### src/hdl/i2cms_pkg.sv
package i2cms_pkg;

	// Command codes carried in the mode field
	typedef enum logic [2:0] {
		CMD_IDLE  = 3'd0,
		CMD_START = 3'd1,
		CMD_STOP  = 3'd2,
		CMD_WRITE = 3'd3,
		CMD_READ  = 3'd4,
		CMD_WAIT  = 3'd5
	} cmd_t;

	localparam logic [7:0] TIMEOUT_RESET = 8'd250;
	localparam logic [8:0] WAIT_MAX      = 9'h1FF;
	localparam logic [3:0] BITS_PER_BYTE = 4'd8;

	// Register map: index taken from paddr[2]
	localparam int unsigned PADDR_W  = 3;
	localparam logic REG_ACK_TIMEOUT = 1'b0;

	// One accepted command/tick transaction
	typedef struct packed {
		logic [2:0] mode;
		logic       sda_sample;
		logic [7:0] tx_byte;
		logic       lsb_first;
		logic       send_ack;
	} cmd_item_t;

	// One result transaction
	typedef struct packed {
		logic       scl_level;
		logic       sda_level;
		logic       sda_drive;
		logic       busy_res;
		logic       done_res;
		logic [7:0] rx_byte;
		logic       ack_missing;
	} res_item_t;

	// Sequencer state carried between transactions
	typedef struct packed {
		cmd_t       cmd;
		logic [1:0] phase;
		logic [3:0] bit_cnt;
		logic [7:0] shift;
		logic [8:0] wait_cnt;
		logic       scl;
		logic       sda;
		logic       sda_en;
		logic       ack_sel;
		logic       lsb_sel;
		logic       err;
		logic [7:0] rx_hold;
	} seq_state_t;

endpackage

### src/hdl/i2cms_if.sv
interface i2cms_cmd_if;
	logic       valid;
	logic       ready;
	logic [2:0] mode;
	logic       sda_sample;
	logic [7:0] tx_byte;
	logic       lsb_first;
	logic       send_ack;

	modport source (output valid, mode, sda_sample, tx_byte, lsb_first, send_ack,
		input ready);
	modport sink (input valid, mode, sda_sample, tx_byte, lsb_first, send_ack,
		output ready);
endinterface

interface i2cms_res_if;
	logic       valid;
	logic       ready;
	logic       scl_level;
	logic       sda_level;
	logic       sda_drive;
	logic       busy_res;
	logic       done_res;
	logic [7:0] rx_byte;
	logic       ack_missing;

	modport source (output valid, scl_level, sda_level, sda_drive, busy_res, done_res,
		rx_byte, ack_missing, input ready);
	modport sink (input valid, scl_level, sda_level, sda_drive, busy_res, done_res,
		rx_byte, ack_missing, output ready);
endinterface

### src/hdl/i2cms_regs.sv
module i2cms_regs
	import i2cms_pkg::*;
(
	input  logic               clk,
	input  logic               arst_n,
	input  logic               psel,
	input  logic               penable,
	input  logic               pwrite,
	input  logic [PADDR_W-1:0] paddr,
	input  logic [31:0]        pwdata,
	output logic [31:0]        prdata,
	output logic               pready,
	output logic [7:0]         ack_timeout
);

	logic [7:0] ack_timeout_q;

	assign pready = 1'b1;

	// Register write on the access phase
	always_ff @(posedge clk or negedge arst_n) begin
		if (!arst_n) begin
			ack_timeout_q <= TIMEOUT_RESET;
		end else if (psel && penable && pwrite && pready && paddr[2] == REG_ACK_TIMEOUT) begin
			ack_timeout_q <= pwdata[7:0];
		end
	end

	// Read mux
	always_comb begin
		prdata = '0;
		if (paddr[2] == REG_ACK_TIMEOUT) begin
			prdata = {24'd0, ack_timeout_q};
		end
	end

	assign ack_timeout = ack_timeout_q;

endmodule

### src/hdl/i2cms_step.sv
module i2cms_step
	import i2cms_pkg::*;
(
	input  seq_state_t cur,
	input  cmd_item_t  item,
	input  logic [7:0] ack_timeout,
	output seq_state_t nxt,
	output res_item_t  res
);

	logic done;

	always_comb begin
		nxt  = cur;
		done = 1'b0;

		// Take a new command only while idle
		if (cur.cmd == CMD_IDLE && item.mode >= CMD_START && item.mode <= CMD_WAIT) begin
			nxt.cmd      = cmd_t'(item.mode);
			nxt.phase    = 2'd0;
			nxt.bit_cnt  = 4'd0;
			nxt.wait_cnt = 9'd0;
			nxt.err      = 1'b0;
			nxt.shift    = (item.mode == CMD_WRITE) ? item.tx_byte : 8'd0;
			nxt.lsb_sel  = item.lsb_first;
			nxt.ack_sel  = item.send_ack;
		end

		// One pin phase
		unique case (nxt.cmd)
			CMD_IDLE: begin
			end
			CMD_START: begin
				if (nxt.phase == 2'd0) begin
					nxt.sda_en = 1'b1; nxt.sda = 1'b1; nxt.scl = 1'b1; nxt.phase = 2'd1;
				end else if (nxt.phase == 2'd1) begin
					nxt.sda = 1'b0; nxt.phase = 2'd2;
				end else begin
					nxt.scl = 1'b0; done = 1'b1;
				end
			end
			CMD_STOP: begin
				if (nxt.phase == 2'd0) begin
					nxt.sda_en = 1'b1; nxt.sda = 1'b0; nxt.scl = 1'b0; nxt.phase = 2'd1;
				end else if (nxt.phase == 2'd1) begin
					nxt.scl = 1'b1; nxt.phase = 2'd2;
				end else begin
					nxt.sda = 1'b1; done = 1'b1;
				end
			end
			CMD_WRITE: begin
				if (nxt.bit_cnt < BITS_PER_BYTE) begin
					if (nxt.phase == 2'd0) begin
						nxt.sda_en = 1'b1;
						nxt.scl    = 1'b0;
						if (nxt.lsb_sel) begin
							nxt.sda   = nxt.shift[0];
							nxt.shift = {1'b0, nxt.shift[7:1]};
						end else begin
							nxt.sda   = nxt.shift[7];
							nxt.shift = {nxt.shift[6:0], 1'b0};
						end
						nxt.phase = 2'd1;
					end else begin
						nxt.scl = 1'b1; nxt.phase = 2'd0; nxt.bit_cnt = nxt.bit_cnt + 4'd1;
					end
				end else begin
					nxt.scl = 1'b0; done = 1'b1;
				end
			end
			CMD_READ: begin
				if (nxt.bit_cnt < BITS_PER_BYTE) begin
					if (nxt.phase == 2'd0) begin
						nxt.scl = 1'b0; nxt.sda_en = 1'b0; nxt.sda = 1'b1; nxt.phase = 2'd1;
					end else begin
						nxt.scl     = 1'b1;
						nxt.shift   = {nxt.shift[6:0], item.sda_sample};
						nxt.bit_cnt = nxt.bit_cnt + 4'd1;
						nxt.phase   = 2'd0;
						if (nxt.bit_cnt == BITS_PER_BYTE) begin
							nxt.rx_hold = nxt.shift;
						end
					end
				end else if (nxt.phase == 2'd0) begin
					// ACK low or NACK high
					nxt.scl = 1'b0; nxt.sda_en = 1'b1; nxt.sda = !nxt.ack_sel; nxt.phase = 2'd1;
				end else if (nxt.phase == 2'd1) begin
					nxt.scl = 1'b1; nxt.phase = 2'd2;
				end else begin
					nxt.scl = 1'b0; done = 1'b1;
				end
			end
			CMD_WAIT: begin
				if (nxt.phase == 2'd0) begin
					nxt.sda_en = 1'b0; nxt.sda = 1'b1; nxt.scl = 1'b1;
					nxt.wait_cnt = 9'd0; nxt.phase = 2'd1;
				end
				if (!item.sda_sample) begin
					nxt.scl = 1'b0; done = 1'b1;
				end else begin
					if (nxt.wait_cnt != WAIT_MAX) begin
						nxt.wait_cnt = nxt.wait_cnt + 9'd1;
					end
					// Timeout: flag it and run a stop from the next transaction
					if (nxt.wait_cnt > {1'b0, ack_timeout}) begin
						nxt.err     = 1'b1;
						nxt.cmd     = CMD_STOP;
						nxt.phase   = 2'd0;
						nxt.bit_cnt = 4'd0;
					end
				end
			end
			default: begin
				nxt.cmd = CMD_IDLE;
			end
		endcase

		if (done) begin
			nxt.cmd     = CMD_IDLE;
			nxt.phase   = 2'd0;
			nxt.bit_cnt = 4'd0;
		end

		res.scl_level   = nxt.scl;
		res.sda_level   = nxt.sda_en ? nxt.sda : 1'b1;
		res.sda_drive   = nxt.sda_en;
		res.busy_res    = (nxt.cmd != CMD_IDLE);
		res.done_res    = done;
		res.rx_byte     = nxt.rx_hold;
		res.ack_missing = nxt.err;
	end

endmodule

### src/hdl/i2c_master_bit_sequencer_unit.sv
// I2C master bit sequencer: one bus phase per transaction.
// Pipeline: input register, then result register; an accepted transaction moves on into the
// result register once that slot frees up. A stalled result holds the input register.
// Throughput: 1 transaction per cycle if unstalled; the phase step is one combinational pass.
// Reset (arst_n low, asynchronous): idle, SCL/SDA released high, SDA not driven,
// ack_timeout = 250, both pipeline stages empty.
module i2c_master_bit_sequencer_unit
	import i2cms_pkg::*;
(
	input  logic               clk,
	input  logic               arst_n,
	i2cms_cmd_if.sink          cmd,
	i2cms_res_if.source        res,
	input  logic               psel,
	input  logic               penable,
	input  logic               pwrite,
	input  logic [PADDR_W-1:0] paddr,
	input  logic [31:0]        pwdata,
	output logic [31:0]        prdata,
	output logic               pready
);

	logic       [7:0] ack_timeout;
	cmd_item_t        item_s1;
	logic             vld_s1;
	seq_state_t       state_q;
	seq_state_t       state_nxt;
	res_item_t        res_nxt;
	res_item_t        res_s2;
	logic             vld_s2;
	logic             adv;

	i2cms_regs u_regs (
		.clk         (clk),
		.arst_n      (arst_n),
		.psel        (psel),
		.penable     (penable),
		.pwrite      (pwrite),
		.paddr       (paddr),
		.pwdata      (pwdata),
		.prdata      (prdata),
		.pready      (pready),
		.ack_timeout (ack_timeout)
	);

	i2cms_step u_step (
		.cur         (state_q),
		.item        (item_s1),
		.ack_timeout (ack_timeout),
		.nxt         (state_nxt),
		.res         (res_nxt)
	);

	// Stage 1 moves into the result register when that slot frees up
	assign adv       = vld_s1 && (!vld_s2 || res.ready);
	assign cmd.ready = !vld_s1 || adv;

	// Input register
	always_ff @(posedge clk or negedge arst_n) begin
		if (!arst_n) begin
			vld_s1 <= 1'b0;
		end else if (cmd.ready) begin
			vld_s1 <= cmd.valid;
		end
	end

	always_ff @(posedge clk) begin
		if (cmd.valid && cmd.ready) begin
			item_s1 <= '{mode: cmd.mode, sda_sample: cmd.sda_sample, tx_byte: cmd.tx_byte,
				lsb_first: cmd.lsb_first, send_ack: cmd.send_ack};
		end
	end

	// Sequencer state, updated once per processed transaction
	always_ff @(posedge clk or negedge arst_n) begin
		if (!arst_n) begin
			state_q <= '{cmd: CMD_IDLE, phase: 2'd0, bit_cnt: 4'd0, shift: 8'd0,
				wait_cnt: 9'd0, scl: 1'b1, sda: 1'b1, sda_en: 1'b0, ack_sel: 1'b0,
				lsb_sel: 1'b0, err: 1'b0, rx_hold: 8'd0};
		end else if (adv) begin
			state_q <= state_nxt;
		end
	end

	// Result register
	always_ff @(posedge clk or negedge arst_n) begin
		if (!arst_n) begin
			vld_s2 <= 1'b0;
		end else if (adv) begin
			vld_s2 <= 1'b1;
		end else if (res.ready) begin
			vld_s2 <= 1'b0;
		end
	end

	always_ff @(posedge clk) begin
		if (adv) begin
			res_s2 <= res_nxt;
		end
	end

	assign res.valid       = vld_s2;
	assign res.scl_level   = res_s2.scl_level;
	assign res.sda_level   = res_s2.sda_level;
	assign res.sda_drive   = res_s2.sda_drive;
	assign res.busy_res    = res_s2.busy_res;
	assign res.done_res    = res_s2.done_res;
	assign res.rx_byte     = res_s2.rx_byte;
	assign res.ack_missing = res_s2.ack_missing;

`ifndef SYNTHESIS
	// A finished command never reports busy
	a_done_not_busy: assert property (@(posedge clk) disable iff (!arst_n)
		vld_s2 && res_s2.done_res |-> !res_s2.busy_res)
		else $error("done and busy reported together");

	// Released SDA reads high
	a_release_high: assert property (@(posedge clk) disable iff (!arst_n)
		vld_s2 && !res_s2.sda_drive |-> res_s2.sda_level)
		else $error("SDA low while released");

	// Idle state carries no phase or bit progress
	a_idle_clean: assert property (@(posedge clk) disable iff (!arst_n)
		state_q.cmd == CMD_IDLE |-> state_q.phase == 2'd0 && state_q.bit_cnt == 4'd0)
		else $error("idle with leftover phase");

	// A timeout hands over to the stop sequence
	a_timeout_stop: assert property (@(posedge clk) disable iff (!arst_n)
		$rose(state_q.err) |-> state_q.cmd == CMD_STOP)
		else $error("ack timeout without stop");

	// State only changes when a transaction is processed
	a_state_hold: assert property (@(posedge clk) disable iff (!arst_n)
		!$past(adv) |-> $stable(state_q))
		else $error("state changed without a transaction");
`endif

endmodule

### src/flat_wrapper.sv
// flat-port wrapper written by rule: the top's interface ports become plain ports
module i2c_master_bit_sequencer_unit_flat import i2cms_pkg::*;
  (clk, arst_n, psel, penable, pwrite, paddr, pwdata, prdata, pready, cmd_valid, cmd_mode, cmd_sda_sample, cmd_tx_byte, cmd_lsb_first, cmd_send_ack, cmd_ready, res_valid, res_scl_level, res_sda_level, res_sda_drive, res_busy_res, res_done_res, res_rx_byte, res_ack_missing, res_ready);
  i2cms_cmd_if cmd_i ();
  i2cms_res_if res_i ();
  input  logic clk;
  input  logic arst_n;
  input  logic psel;
  input  logic penable;
  input  logic pwrite;
  input  logic [PADDR_W-1:0] paddr;
  input  logic [31:0] pwdata;
  output logic [31:0] prdata;
  output logic pready;
  input wire logic [$bits(cmd_i.valid)-1:0] cmd_valid;
  input wire logic [$bits(cmd_i.mode)-1:0] cmd_mode;
  input wire logic [$bits(cmd_i.sda_sample)-1:0] cmd_sda_sample;
  input wire logic [$bits(cmd_i.tx_byte)-1:0] cmd_tx_byte;
  input wire logic [$bits(cmd_i.lsb_first)-1:0] cmd_lsb_first;
  input wire logic [$bits(cmd_i.send_ack)-1:0] cmd_send_ack;
  output wire logic [$bits(cmd_i.ready)-1:0] cmd_ready;
  output wire logic [$bits(res_i.valid)-1:0] res_valid;
  output wire logic [$bits(res_i.scl_level)-1:0] res_scl_level;
  output wire logic [$bits(res_i.sda_level)-1:0] res_sda_level;
  output wire logic [$bits(res_i.sda_drive)-1:0] res_sda_drive;
  output wire logic [$bits(res_i.busy_res)-1:0] res_busy_res;
  output wire logic [$bits(res_i.done_res)-1:0] res_done_res;
  output wire logic [$bits(res_i.rx_byte)-1:0] res_rx_byte;
  output wire logic [$bits(res_i.ack_missing)-1:0] res_ack_missing;
  input wire logic [$bits(res_i.ready)-1:0] res_ready;
  assign cmd_i.valid = cmd_valid;
  assign cmd_i.mode = cmd_mode;
  assign cmd_i.sda_sample = cmd_sda_sample;
  assign cmd_i.tx_byte = cmd_tx_byte;
  assign cmd_i.lsb_first = cmd_lsb_first;
  assign cmd_i.send_ack = cmd_send_ack;
  assign cmd_ready = cmd_i.ready;
  assign res_valid = res_i.valid;
  assign res_scl_level = res_i.scl_level;
  assign res_sda_level = res_i.sda_level;
  assign res_sda_drive = res_i.sda_drive;
  assign res_busy_res = res_i.busy_res;
  assign res_done_res = res_i.done_res;
  assign res_rx_byte = res_i.rx_byte;
  assign res_ack_missing = res_i.ack_missing;
  assign res_i.ready = res_ready;
  i2c_master_bit_sequencer_unit u_core (.clk(clk), .arst_n(arst_n), .cmd(cmd_i), .res(res_i), .psel(psel), .penable(penable), .pwrite(pwrite), .paddr(paddr), .pwdata(pwdata), .prdata(prdata), .pready(pready));
endmodule
### config.mk
export PLATFORM = sky130hd
export DESIGN_NAME = i2c_master_bit_sequencer_unit_flat
export DESIGN_NICKNAME = d
export VERILOG_FILES = /design/src/hdl/i2cms_pkg.sv /design/src/hdl/i2cms_if.sv /design/src/hdl/i2cms_regs.sv /design/src/hdl/i2cms_step.sv /design/src/hdl/i2c_master_bit_sequencer_unit.sv /design/src/flat_wrapper.sv
export SDC_FILE = /design/constraint.sdc
export NUM_CORES = 1
export LEC_CHECK = 0
export BUFFER_PORTS_ARGS = -buffer_cell sky130_fd_sc_hd__buf_2
export CORE_MARGIN = 2
export CORE_UTILIZATION = 55
export DETAILED_ROUTE_END_ITERATION = 10
export PLACE_DENSITY = 0.81
export SYNTH_ARGS = -nofsm -noshare
export SYNTH_HDL_FRONTEND = slang
export SYNTH_SLANG_ARGS = --single-unit
### constraint.sdc
create_clock -name clk -period 9.15 [get_ports clk]
set_input_delay 0.915 -clock clk [delete_from_list [all_inputs] [get_ports clk]]
set_output_delay 0.915 -clock clk [all_outputs]
set_load 0.02 [all_outputs]
==> impl_metrics.sql <==
INSERT INTO impl_metrics (metric_group, metric, value, unit) VALUES
('run_status', 'outcome', 'finished clean', ''),
('final_layout', 'layout-drive-gt1-share', '18.6', '%'),
('drt', 'firstDrtPassIters', '5', ''),
('yosys', 'synth-async-reset-ratio', '64.1', '%'),
('yosys', 'synth.yosys.seq_area_share', '43.9', '%'),
('critical_path', 'cpLargestDelayFamily', 'simple AND/OR/NAND/NOR gates', ''),
('yosys', 'synth_enable_flop_cells', '28', ''),
('yosys', 'synth.avg_cell_area', '9.40', 'um^2'),
('clock_network', 'cts_inserted_buffers', '9', ''),
('critical_path', 'worst-r2r-setup-slack', '3.10', 'ns'),
('timing', 'final.setup.tns', '0', 'ns'),
('timing', 'tightest_slew', '0.924', 'ns'),
('grt', 'wire_length_of_the_first_global_routing_pass', '18.0', 'mm'),
('floorplanning', 'chipHeight', '97.3', 'um'),
('clock_network', 'clock_tree_from_tritoncts', 'yes', ''),
('critical_path', 'nature_of_the_critical_path_startpoint', 'register', ''),
('critical_path', 'slowest_stage', 'sky130_fd_sc_hd__edfxtp_1', ''),
('critical_path', 'timing.critical_path.arrival', '6.29', 'ns'),
('yosys', 'synth.ff_latch_count', '78', ''),
('critical_path', 'crit_fanout', '20', ''),
('grt', 'via_count_of_the_first_global_routing_pass', '3707', ''),
('hold_path', 'hold_class', 'reg -> reg', ''),
('drt', 'detail_route.vias_per_cell', '6.13', ''),
('yosys', 'netlist.top_cell.by_area', 'sky130_fd_sc_hd__dfrtp_1', ''),
('final_layout', 'area.growth.synth_to_final', '8.83', '%'),
('drt', 'route.final.wire_length', '11.1', 'mm'),
('floorplanning', 'core', '8590', 'um^2'),
('grt', 'grt_use_total', '23.3', '%'),
('placement', 'dpl_worst_slack', '3.18', 'ns'),
('final_layout', 'num_antenna_cells', '0', ''),
('clock_network', 'clk_path_buf_depth', '2', ''),
('yosys', 'postSynthCellCount', '510', ''),
('placement', 'numPlacedInstances', '646', ''),
('timing', 'drv_slew', '0', ''),
('run', 'maxCapViolCount', '0', ''),
('yosys', 'share_of_the_synthesized_area_in_the_top_cell_type', '21.9', '%'),
('clock_network', 'clk_pin_slew_worst_paths', '0.09', 'ns'),
('final_layout', 'final_common_cell', 'sky130_fd_sc_hd__buf_2', ''),
('placement', 'place.port_buffers', '53', ''),
('placement', 'place_hpwl', '7.98', 'mm'),
('clock_network', 'clk_latency', '0.36', 'ns'),
('timing', 'final_min_period_over_clock_period', '66.1', '%'),
('clock_network', 'post_cts.resized_instances', '0', ''),
('clock_network', 'clock_tree.root_cell', 'sky130_fd_sc_hd__clkbuf_8', ''),
('placement', 'placement_cell_area', '5010', 'um^2'),
('grt', 'grt_max_degree', '51', ''),
('floorplanning', 'fp.dieW', '97.3', 'um'),
('yosys', 'synth_ff_type', 'sky130_fd_sc_hd__dfrtp_1', ''),
('floorplanning', 'core.rowCount', '34', ''),
('clock_network', 'postCtsHoldBufs', '0', ''),
('timing', 'fin_worst_skew', '0.0121', 'ns'),
('final_layout', 'instances_no_fill', '662', ''),
('clock_network', 'cts_sinks', '78', ''),
('yosys', 'synth_area_leaders', 'sky130_fd_sc_hd__dfrtp_1 22%, sky130_fd_sc_hd__edfxtp_1 18%, sky130_fd_sc_hd__dfstp_2 4.4%', ''),
('final_layout', 'final_cell_mix', '53 x sky130_fd_sc_hd__buf_2, 47 x sky130_fd_sc_hd__nand2_1, 42 x sky130_fd_sc_hd__nor2_1, 42 x sky130_fd_sc_hd__dfrtp_1', ''),
('yosys', 'synth.cell_area', '4790', 'um^2'),
('drt', 'drcViolationCount', '0', ''),
('grt', 'grt_remaining_overflow', '0', ''),
('floorplanning', 'start_util', '55.8', '%'),
('grt', 'initial_antenna_violation_count', '0', ''),
('timing', 'post-route-min-period', '6.05', 'ns'),
('floorplanning', 'boundaryPins', '105', ''),
('power', 'power_density', '263', 'nW/um^2'),
('final_layout', 'final_core_utilization', '60.7', '%'),
('timing', 'final-hold-violation-count', '0', ''),
('drt', 'dr.first_iter.drc_count', '397', ''),
('critical_path', 'worstPathRequired', '9.39', 'ns'),
('timing', 'relSlewSlack', '38.4', '%'),
('critical_path', 'timing.critical_path.to_type', 'register', ''),
('placement', 'gp_routability_congestion', '0.978', ''),
('critical_path', 'max_stage_delay', '0.66', 'ns');
registers in the layout, indices dropped and copies added (netlist names):
register / cells
u_core.u_regs.ack_timeout: 8
u_core.state_q: 40
u_core.res.sda_drive: 1
u_core.res.valid: 1
u_core.res.scl_level: 1
u_core.item_s1: 14
u_core.res.busy_res: 1
u_core.res.rx_byte: 8
u_core.res.sda_level: 1
u_core.vld_s1: 1
u_core.res.done_res: 1
u_core.res.ack_missing: 1
layout make-up:
| cell class | count | area [um^2] | share of cell area, % |
|---|---|---|---|
| multi-input cells | 382 | 2400 | 46.0 |
| flip-flops and latches | 78 | 2100 | 40.3 |
| repair buffers | 56 | 288 | 5.52 |
| clock buffers | 10 | 138 | 2.64 |
| well taps | 108 | 135 | 2.59 |
| inverters | 22 | 82.6 | 1.58 |
| clock inverters | 6 | 68.8 | 1.32 |
path summary, 6_finish.rpt:
kind | start | end | cells past startpoint
worst max-delay path | u_core.item_s1[13] | u_core.state_q[31] | 18
worst min-delay path | u_core.state_q[6] | u_core.state_q[6] | 2
worst max register to register | u_core.item_s1[13] | u_core.state_q[31] | 18
worst min register to register | u_core.state_q[6] | u_core.state_q[6] | 2
max in group asynchronous | arst_n | u_core.state_q[22] | 2
min in group asynchronous | arst_n | u_core.state_q[30] | 2
where the power goes:
part | internal (mW) | total [mW] | leakage [nW] | switching (mW)
Sequential | 0.447 | 0.518 | 0.897 | 0.0702
Combinational | 0.215 | 0.589 | 1.28 | 0.374
Clock | 0.135 | 0.266 | 0.103 | 0.131
worst reg2reg max path, cell delays in order (launching register included):
cell and delay [ns]:
sky130_fd_sc_hd__edfxtp_1 0.66, sky130_fd_sc_hd__or3_1 0.55, sky130_fd_sc_hd__nand2_1 0.48, sky130_fd_sc_hd__nand2_1 0.20
sky130_fd_sc_hd__ha_1 0.24, sky130_fd_sc_hd__a21oi_1 0.39, sky130_fd_sc_hd__and2_1 0.22, sky130_fd_sc_hd__ha_1 0.26
sky130_fd_sc_hd__nand3_1 0.09, sky130_fd_sc_hd__or3_1 0.47, sky130_fd_sc_hd__and3_1 0.27, sky130_fd_sc_hd__o21ai_0 0.26
sky130_fd_sc_hd__ha_1 0.31, sky130_fd_sc_hd__and3_1 0.17, sky130_fd_sc_hd__or3b_2 0.18, sky130_fd_sc_hd__o211ai_1 0.10
sky130_fd_sc_hd__a31oi_1 0.65, sky130_fd_sc_hd__a2111oi_0 0.23, sky130_fd_sc_hd__a21o_1 0.21
cell families (layout without fill, tap and decap cells):
kind of cell             Yosys count  after routing  share of synthesized area [%]
multiplexers                      18             18                           4.18
buffers and inverters             73             94                           7.83
AO/OA/AOI/OAI                    160            160                           22.5
XOR/XNOR                           5              5                          0.914
adder cells (fa/ha/maj)           14             14                           3.66
other                              2             25                          0.157
AND/OR/NAND/NOR                  160            160                           16.9
flip-flops                        78             78                           43.9
per-layer routing:
layer	track usage, %	wire length (um)	share of wire (%)	vias to the layer above
met5	0	0	0	-
met4	8.23	127	1.1	0
met3	5.18	832	7.5	13
met2	36.1	5220	47	192
met1	32.6	4870	44	1938
li1	-	-	-	1914
synthesized netlist by cell type (4+ instances only):
cell type	count
sky130_fd_sc_hd__o22ai_1	4
sky130_fd_sc_hd__nor3b_1	4
sky130_fd_sc_hd__and2_1	5
sky130_fd_sc_hd__nand3_1	6
sky130_fd_sc_hd__and3_1	9
sky130_fd_sc_hd__nor3_1	6
sky130_fd_sc_hd__nand2_1	47
sky130_fd_sc_hd__a211oi_1	5
sky130_fd_sc_hd__edfxtp_1	28
sky130_fd_sc_hd__inv_1	22
sky130_fd_sc_hd__a21o_1	10
sky130_fd_sc_hd__o22a_1	9
sky130_fd_sc_hd__dfrtp_1	42
sky130_fd_sc_hd__nor2_1	42
sky130_fd_sc_hd__clkbuf_1	19
sky130_fd_sc_hd__o21ai_0	36
sky130_fd_sc_hd__buf_2	6
sky130_fd_sc_hd__dfstp_2	8
sky130_fd_sc_hd__a21oi_1	36
sky130_fd_sc_hd__nand2b_1	8
sky130_fd_sc_hd__o221ai_1	11
sky130_fd_sc_hd__a2bb2oi_1	4
sky130_fd_sc_hd__or3_1	5
sky130_fd_sc_hd__nand4_1	7
sky130_fd_sc_hd__mux2_2	15
sky130_fd_sc_hd__o21ai_1	4
sky130_fd_sc_hd__buf_4	25
sky130_fd_sc_hd__ha_1	14
sky130_fd_sc_hd__a22o_1	5
sky130_fd_sc_hd__nand3b_1	4
(Power assumes the default switching activity.)
